==> src/design/gai_pkg.sv <==
// Shared types and constants for the gyro angle integrator.
// Used by gai_axis and gyro_angle_integrator; depends on nothing else.
package gai_pkg;

  localparam int AXIS_COUNT    = 3;
  localparam int BYTE_W        = 8;
  localparam int RATE_W        = 16;
  localparam int DEADBAND_W    = 15;
  localparam int SCALE_W       = 20;
  localparam int CFG_DATA_W    = 20;
  localparam int FULL_TURN_DEG = 360;

  // Reset values of the configuration registers
  localparam logic [DEADBAND_W-1:0] DEADBAND_RESET = DEADBAND_W'(57);
  localparam logic [SCALE_W-1:0]    SCALE_RESET    = SCALE_W'(11744);

  // Configuration register indexes
  typedef enum logic [0:0] {
    REG_DEADBAND = 1'b0,
    REG_SCALE    = 1'b1
  } cfg_reg_t;

  // One axis of a sample: new-data flag and the two rate bytes
  typedef struct packed {
    logic              en;
    logic [BYTE_W-1:0] lo;
    logic [BYTE_W-1:0] hi;
  } axis_sample_t;

endpackage

==> src/design/gyro_angle_integrator.sv <==
// Top level of the gyro angle integrator: input stage, accumulators, result stage.
// Depends on gai_pkg and gai_axis.
//
// Usage:
//   Input channel (in_valid / in_stall) carries one three-axis sample per
//   transaction: axis_valid mask and a low and high byte per axis. A sample
//   whose mask is zero is consumed and dropped without a result.
//   Output channel (out_valid / out_stall) carries one result per sample with
//   a nonzero mask: updated_axes, the per-axis rate after the deadband, and
//   the three accumulated angles (degrees, ANGLE_FRAC_BITS fraction bits).
//   Config channel (cfg_valid / cfg_ready) writes deadband_counts (index 0)
//   or degrees_per_count_q24 (index 1); cfg_ready is always high. Write it
//   only while no sample is in flight.
// Timing:
//   A sample lands in the input register at its accepting edge, the axis
//   datapath (one 16x21 multiply, add and wrap per axis) works on it from
//   there, and the result register is loaded once the result stage is free,
//   which raises out_valid. One sample per cycle sustained while out_stall
//   stays low; the accumulator update through the multiply-add-wrap path
//   sets that rate.
// Reset: clears both stages, zeroes the accumulators and restores the
//   config registers to their defaults.
// Stall: a stalled result holds; the input register keeps one more sample,
//   and in_stall rises only when both stages are full.
module gyro_angle_integrator #(
  parameter int ANGLE_FRAC_BITS = 24
) (
  input  logic                               clk,
  input  logic                               rst,
  // input channel
  input  logic                               in_valid,
  output logic                               in_stall,
  input  logic [2:0]                         axis_valid,
  input  logic [7:0]                         x_low_byte,
  input  logic [7:0]                         x_high_byte,
  input  logic [7:0]                         y_low_byte,
  input  logic [7:0]                         y_high_byte,
  input  logic [7:0]                         z_low_byte,
  input  logic [7:0]                         z_high_byte,
  // output channel
  output logic                               out_valid,
  input  logic                               out_stall,
  output logic [2:0]                         updated_axes,
  output logic signed [gai_pkg::RATE_W-1:0]  x_rate,
  output logic signed [gai_pkg::RATE_W-1:0]  y_rate,
  output logic signed [gai_pkg::RATE_W-1:0]  z_rate,
  output logic [ANGLE_FRAC_BITS+8:0]         x_angle,
  output logic [ANGLE_FRAC_BITS+8:0]         y_angle,
  output logic [ANGLE_FRAC_BITS+8:0]         z_angle,
  // config channel
  input  logic                               cfg_valid,
  output logic                               cfg_ready,
  input  gai_pkg::cfg_reg_t                  cfg_index,
  input  logic [gai_pkg::CFG_DATA_W-1:0]     cfg_data
);
  import gai_pkg::*;

  localparam int ANGLE_W = ANGLE_FRAC_BITS + 9;
  localparam logic [ANGLE_W-1:0] FULL_TURN = ANGLE_W'(FULL_TURN_DEG) << ANGLE_FRAC_BITS;

  // Config registers
  logic [DEADBAND_W-1:0] deadband_counts;
  logic [SCALE_W-1:0]    degrees_per_count_q24;

  // Input register
  logic         s1_valid;
  axis_sample_t s1_sample [AXIS_COUNT];
  axis_sample_t s1_sample_next [AXIS_COUNT];

  // Accumulators and datapath results
  logic [ANGLE_W-1:0]       angle_acc  [AXIS_COUNT];
  logic [ANGLE_W-1:0]       angle_next [AXIS_COUNT];
  logic signed [RATE_W-1:0] rate_next  [AXIS_COUNT];

  // Result register
  logic [2:0]               mask_q;
  logic signed [RATE_W-1:0] rate_q  [AXIS_COUNT];
  logic [ANGLE_W-1:0]       angle_q [AXIS_COUNT];

  logic in_accept;
  logic out_load_ok;
  logic s1_advance;

  // Handshake: the result stage frees up when empty or being taken
  assign out_load_ok = !out_valid || !out_stall;
  assign s1_advance  = s1_valid && out_load_ok;
  assign in_stall    = s1_valid && !out_load_ok;
  assign in_accept   = in_valid && !in_stall;
  assign cfg_ready   = 1'b1;

  always_comb begin
    s1_sample_next[0] = '{en: axis_valid[0], lo: x_low_byte, hi: x_high_byte};
    s1_sample_next[1] = '{en: axis_valid[1], lo: y_low_byte, hi: y_high_byte};
    s1_sample_next[2] = '{en: axis_valid[2], lo: z_low_byte, hi: z_high_byte};
  end

  // Config writes
  always_ff @(posedge clk) begin
    if (rst) begin
      deadband_counts       <= DEADBAND_RESET;
      degrees_per_count_q24 <= SCALE_RESET;
    end else if (cfg_valid && cfg_ready) begin
      case (cfg_index)
        REG_DEADBAND: deadband_counts       <= cfg_data[DEADBAND_W-1:0];
        REG_SCALE:    degrees_per_count_q24 <= cfg_data[SCALE_W-1:0];
        default:      ;
      endcase
    end
  end

  // Input stage: drop samples with no axis flagged right here
  always_ff @(posedge clk) begin
    if (rst) begin
      s1_valid <= 1'b0;
    end else if (in_accept) begin
      s1_valid <= |axis_valid;
    end else if (s1_advance) begin
      s1_valid <= 1'b0;
    end
  end

  always_ff @(posedge clk) begin
    if (in_accept) begin
      s1_sample <= s1_sample_next;
    end
  end

  // Per-axis datapath
  for (genvar g = 0; g < AXIS_COUNT; g++) begin : g_axis
    gai_axis #(
      .ANGLE_FRAC_BITS(ANGLE_FRAC_BITS)
    ) u_axis (
      .sample     (s1_sample[g]),
      .deadband   (deadband_counts),
      .scale      (degrees_per_count_q24),
      .angle      (angle_acc[g]),
      .rate       (rate_next[g]),
      .angle_next (angle_next[g])
    );
  end

  // Advance the accumulators together with the result stage
  always_ff @(posedge clk) begin
    if (rst) begin
      for (int i = 0; i < AXIS_COUNT; i++) begin
        angle_acc[i] <= '0;
      end
    end else if (s1_advance) begin
      angle_acc <= angle_next;
    end
  end

  // Result stage: hold while stalled
  always_ff @(posedge clk) begin
    if (rst) begin
      out_valid <= 1'b0;
    end else if (s1_advance) begin
      out_valid <= 1'b1;
    end else if (!out_stall) begin
      out_valid <= 1'b0;
    end
  end

  always_ff @(posedge clk) begin
    if (s1_advance) begin
      mask_q  <= {s1_sample[2].en, s1_sample[1].en, s1_sample[0].en};
      rate_q  <= rate_next;
      angle_q <= angle_next;
    end
  end

  assign updated_axes = mask_q;
  assign x_rate       = rate_q[0];
  assign y_rate       = rate_q[1];
  assign z_rate       = rate_q[2];
  assign x_angle      = angle_q[0];
  assign y_angle      = angle_q[1];
  assign z_angle      = angle_q[2];

  // Checks
  a_result_has_axis: assert property (@(posedge clk) disable iff (rst)
    out_valid |-> updated_axes != 3'b000)
    else $error("result with empty axis mask");

  a_acc_in_range: assert property (@(posedge clk) disable iff (rst)
    angle_acc[0] <= FULL_TURN && angle_acc[1] <= FULL_TURN && angle_acc[2] <= FULL_TURN)
    else $error("angle accumulator beyond full turn");

  a_idle_axis_zero_rate: assert property (@(posedge clk) disable iff (rst)
    out_valid |-> (updated_axes[0] || x_rate == 0) && (updated_axes[1] || y_rate == 0)
                  && (updated_axes[2] || z_rate == 0))
    else $error("nonzero rate on an axis not updated");

  a_acc_holds: assert property (@(posedge clk) disable iff (rst)
    !s1_advance |=> $stable(angle_acc[0]) && $stable(angle_acc[1]) && $stable(angle_acc[2]))
    else $error("accumulator moved without a sample");

  a_result_tracks_acc: assert property (@(posedge clk) disable iff (rst)
    out_valid |-> x_angle == angle_acc[0] && y_angle == angle_acc[1] && z_angle == angle_acc[2])
    else $error("result angle differs from accumulator");

endmodule

==> src/design/gai_axis.sv <==
// Per-axis datapath: rate assembly, deadband, scale multiply and angle wrap.
// Purely combinational; depends on gai_pkg.
module gai_axis #(
  parameter int ANGLE_FRAC_BITS = 24
) (
  input  gai_pkg::axis_sample_t               sample,
  input  logic [gai_pkg::DEADBAND_W-1:0]      deadband,
  input  logic [gai_pkg::SCALE_W-1:0]         scale,
  input  logic [ANGLE_FRAC_BITS+8:0]          angle,
  output logic signed [gai_pkg::RATE_W-1:0]   rate,
  output logic [ANGLE_FRAC_BITS+8:0]          angle_next
);
  import gai_pkg::*;

  localparam int ANGLE_W = ANGLE_FRAC_BITS + 9;
  localparam int PROD_W  = RATE_W + SCALE_W + 1;
  localparam int SUM_W   = ((ANGLE_W + 1 > PROD_W) ? ANGLE_W + 1 : PROD_W) + 1;
  localparam logic signed [SUM_W-1:0] TURN = SUM_W'(FULL_TURN_DEG) << ANGLE_FRAC_BITS;

  logic signed [RATE_W-1:0] raw;
  logic signed [RATE_W:0]   raw_ext;
  logic        [RATE_W:0]   mag;
  logic                     in_band;
  logic signed [PROD_W-1:0] prod;
  logic signed [SUM_W-1:0]  sum;
  logic signed [SUM_W-1:0]  wrap_lo;
  logic signed [SUM_W-1:0]  wrap_hi;
  logic signed [SUM_W-1:0]  clamped;

  always_comb begin
    raw     = {sample.hi, sample.lo};
    raw_ext = {raw[RATE_W-1], raw};
    mag     = (raw_ext < 0) ? -raw_ext : raw_ext;
    in_band = mag <= {2'b00, deadband};
    rate    = (!sample.en || in_band) ? '0 : raw;

    prod = PROD_W'(rate) * PROD_W'($signed({1'b0, scale}));
    sum  = $signed({{(SUM_W - ANGLE_W){1'b0}}, angle}) + SUM_W'(prod);

    // One wrap each way, then clamp what a single wrap cannot fix
    wrap_lo = (sum < 0) ? sum + TURN : sum;
    wrap_hi = (wrap_lo > TURN) ? wrap_lo - TURN : wrap_lo;
    if (wrap_hi < 0) begin
      clamped = '0;
    end else if (wrap_hi > TURN) begin
      clamped = TURN;
    end else begin
      clamped = wrap_hi;
    end

    angle_next = sample.en ? clamped[ANGLE_W-1:0] : angle;
  end

endmodule

==> config.mk <==
export PLATFORM = sky130hd
export DESIGN_NAME = gyro_angle_integrator
export DESIGN_NICKNAME = d
export VERILOG_FILES = /design/src/design/gai_pkg.sv /design/src/design/gyro_angle_integrator.sv /design/src/design/gai_axis.sv
export SDC_FILE = /design/constraint.sdc
export NUM_CORES = 2
export LEC_CHECK = 0
export BUFFER_PORTS_ARGS = -buffer_cell sky130_fd_sc_hd__buf_2
export CAP_MARGIN = 10
export CORE_MARGIN = 2
export CORE_UTILIZATION = 55
export DETAILED_ROUTE_END_ITERATION = 7
export PLACE_DENSITY = 0.82
export SYNTH_ARGS = -nofsm -noshare
export SYNTH_HDL_FRONTEND = slang
export SYNTH_SLANG_ARGS = --single-unit
==> constraint.sdc <==
create_clock -name clk -period 13.74 [get_ports clk]
set_input_delay 2.061 -clock clk [delete_from_list [all_inputs] [get_ports clk]]
set_output_delay 2.061 -clock clk [all_outputs]
set_load 0.05 [all_outputs]
==> flow_metrics.env <==
export IMPL_status="complete, no violations"
export IMPL_tns_ns=0
export IMPL_p_per_area_nw_per_um2=134
export IMPL_worst_pin_slew_ns=1.14
export IMPL_first_iter_violations=4363
export IMPL_arrival_ns=13.72
export IMPL_crit_top_cell="o21a_1"
export IMPL_antenna_found_initial=5
export IMPL_endpoint_kind="register"
export IMPL_critPathMaxFanout=28
export IMPL_start_util_pct=55.3
export IMPL_startpoint_type="register"
export IMPL_hold_viol_final=0
export IMPL_fin_skew_ns=0.0559
export IMPL_numCtsBuffers=43
export IMPL_h_tree_depth=2
export IMPL_rows=116
export IMPL_area_growth_pct=6.64
export IMPL_p_leak_uw=0.0288
export IMPL_critPathSlowestCell="edfxtp_1"
export IMPL_ys_ff_latch=337
export IMPL_yosysMostFrequentCell="inv_1"
export IMPL_post_dp_hpwl_mm=127
export IMPL_grt_pass1_wl_mm=257
export IMPL_vias=46100
export IMPL_die_x_um=321
export IMPL_multi_input_area_um2=40400
export IMPL_core_area_um2=99700
export IMPL_yosysWarnings=0
export IMPL_hp_class="reg -> reg"
export IMPL_yosys_top_cells_area="fa_1, edfxtp_1, ha_1"
export IMPL_postRouteAntennaNets=0
export IMPL_synth_area_per_cell_um2=8.79
export IMPL_syn_nets=7650
export IMPL_worst_endpoint_required_ns=14.29
export IMPL_seqCellArea_um2=8760
export IMPL_io_pins=230
export IMPL_ys_seq_area_share_pct=15.9
export IMPL_cts_tree="done"
export IMPL_portBuffers=228
export IMPL_synth_common_cells="inv_1, fa_1, nand2_1, nor2_1, ha_1"
export IMPL_clk_latency_ns=0.67
export IMPL_cts_sinks=337
export IMPL_syn_cell_area_um2=55100
export IMPL_fmax_mhz=75.9
export IMPL_drt_first_pass_iters=6
export IMPL_fin_nets=7639
export IMPL_cts_buffer_depth=3
export IMPL_route_detailed_drc=0
export IMPL_clock_root_buffer="clkbuf_16"
export IMPL_synth_edf_count=201
export IMPL_synth_top_cell_by_area="fa_1"
export IMPL_synth_top_area_share_pct=30.8
export IMPL_n_fill_cell=8506
export IMPL_peakVddDrop_mv=0.122
export IMPL_netlist_instances=6271
export IMPL_min_period_ns=13.18
export IMPL_worstSetupPathType="reg -> reg"
export IMPL_die_y_um=321
export IMPL_slowest_delay_ns=0.65
export IMPL_maxCapViolCount=0
export IMPL_ys_types=123
export IMPL_synthArstFlopShare_pct=0
export IMPL_dieArea_um2=103000
export IMPL_wirelength_mm=163
export IMPL_grtUsageTotal_pct=31.8
export IMPL_grt_pass1_vias=47300
export IMPL_vias_per_cell=6.07
export IMPL_place_gp_congestion=0.988
export IMPL_clk_pin_slew_ns=0.06
export IMPL_period_share_pct=95.9
export IMPL_grt_max_degree=231
export IMPL_slew_headroom_pct=23.5
export IMPL_ys_flop_type="edfxtp_1"
export IMPL_hold_ws_ns=0.455
export IMPL_grt_overflow=0
export IMPL_maxSlewViolCount=0
export IMPL_final_layout_size_suffix_gt1_share_pct=8.77
export IMPL_setup_violations=0
export IMPL_post_drt_wl_per_cell_um=21.4
-- stage by stage --
stage	cell area (µm²)	worst slack, ns	utilization [%]	total power (µW)	std cells
floorplan	55100	1.46	-	5250	6271
global placement	57200	0.409	57.3	6510	7507
detailed placement	57200	0.111	57.3	6590	7507
CTS	58600	0.0355	58.8	7810	7587
global route	58800	-0.0364	59.0	8500	7595
finish	58800	0.561	59.0	7890	7595
-- flip-flops by register name, indices dropped and copies added, names as in the netlist, 20 cells and up --
name	count
s1_sample	51
angle_acc	99
y_angle	33
x_angle	33
degrees_per_count_q24	20
z_angle	33
-- routing by layer --
| layer | vias to the layer above | GRT usage (%) | wire (µm) |
|---|---|---|---|
| li1 | 20400 | - | - |
| met1 | 22700 | 39.6 | 60800 |
| met2 | 2431 | 51.0 | 74700 |
| met3 | 585 | 7.94 | 17300 |
| met4 | 4 | 17.0 | 9890 |
| met5 | - | 0 | 23 |
-- logic make-up after synthesis --
group | count (synthesis) | share of synthesized area (%)
XOR/XNOR | 155 | 2.52
AND/OR/NAND/NOR | 2006 | 18.0
adder cells (fa/ha/maj) | 1302 | 41.1
AO/OA/AOI/OAI | 848 | 11.0
multiplexers | 20 | 0.393
flip-flops | 337 | 15.9
buffers and inverters | 1602 | 11.1
other | 1 | 0.00680
-- power breakdown --
group | switching [µW] | leakage, µW | total [µW] | internal (µW)
sequential | 84.2 | 0.00302 | 1290 | 1200
combinational | 3560 | 0.0251 | 5430 | 1880
clock | 518 | 0.000689 | 1180 | 657
total | 4160 | 0.0288 | 7890 | 3730
-- layout by cell type (no fill, tap or decap), types with 21 or more instances in the layout --
master     netlist  routed
and2_1         171     165
o31ai_1         25      24
o22ai_1         48      48
nor2b_1         22      22
buf_2           37     228
inv_1         1203    1203
a31oi_1         21      21
nand4_1        156     156
edfxtp_1       201     201
or2_2           30      30
nor3_1          46      45
nand2_1        503     503
clkbuf_16        0      45
o21ai_0        143     141
a32o_1          29      29
nor4_1          27      27
a21o_1          42      42
fa_1           849     849
and3_1         182     178
xnor2_1         99      98
o21ai_1         24      25
a211oi_1        26      24
buf_4            5     109
a21oi_1        174     169
ha_1           453     453
o211ai_1        22      22
or3_1           33      33
o21a_1          43      42
xor2_1          52      52
nand2b_1        26      26
nand3_1        291     291
nor2_1         457     456
dfxtp_1        136     135
o2bb2ai_1       45      45
a22o_1          37      37
-- worst paths after layout --
kind                 start            end  slack, ns  cells after the start
max           s1_sample[9]   angle_acc[4]       0.56                     48
min          angle_acc[20]  angle_acc[20]       0.46                      2
max reg2reg   s1_sample[9]   angle_acc[4]       0.56                     48
min reg2reg  angle_acc[20]  angle_acc[20]       0.46                      2
-- what timing repair did --
item	CTS	global route
hold buffers	0	0
resized for setup	0	30
endpoints found under the setup margin	0	188
setup buffers	0	3
-- critical path, delay by kind of cell, from the launching register on --
| family | cells | cell delay (ns) |
|---|---|---|
| AOI/OAI and AO/OA | 19 | 4.16 |
| xor gates and xnor gates | 1 | 0.28 |
| adders and majority gates | 10 | 4.39 |
| buffers and inverters | 7 | 0.80 |
| DFF | 1 | 0.65 |
| muxes | 1 | 0.61 |
| and+or+nand+nor | 10 | 2.14 |
-- area by class of cell --
| type | instances | share of cell area [%] |
|---|---|---|
| clock inverters | 25 | 0.409 |
| clock buffers | 55 | 2.01 |
| inverters | 1203 | 7.68 |
| diodes | 2 | 0.00851 |
| repair buffers | 340 | 3.44 |
| well taps | 1298 | 2.76 |
| multi-input cells | 4335 | 68.8 |
| flip-flops and latches | 337 | 14.9 |
(Power assumes the default switching activity.)
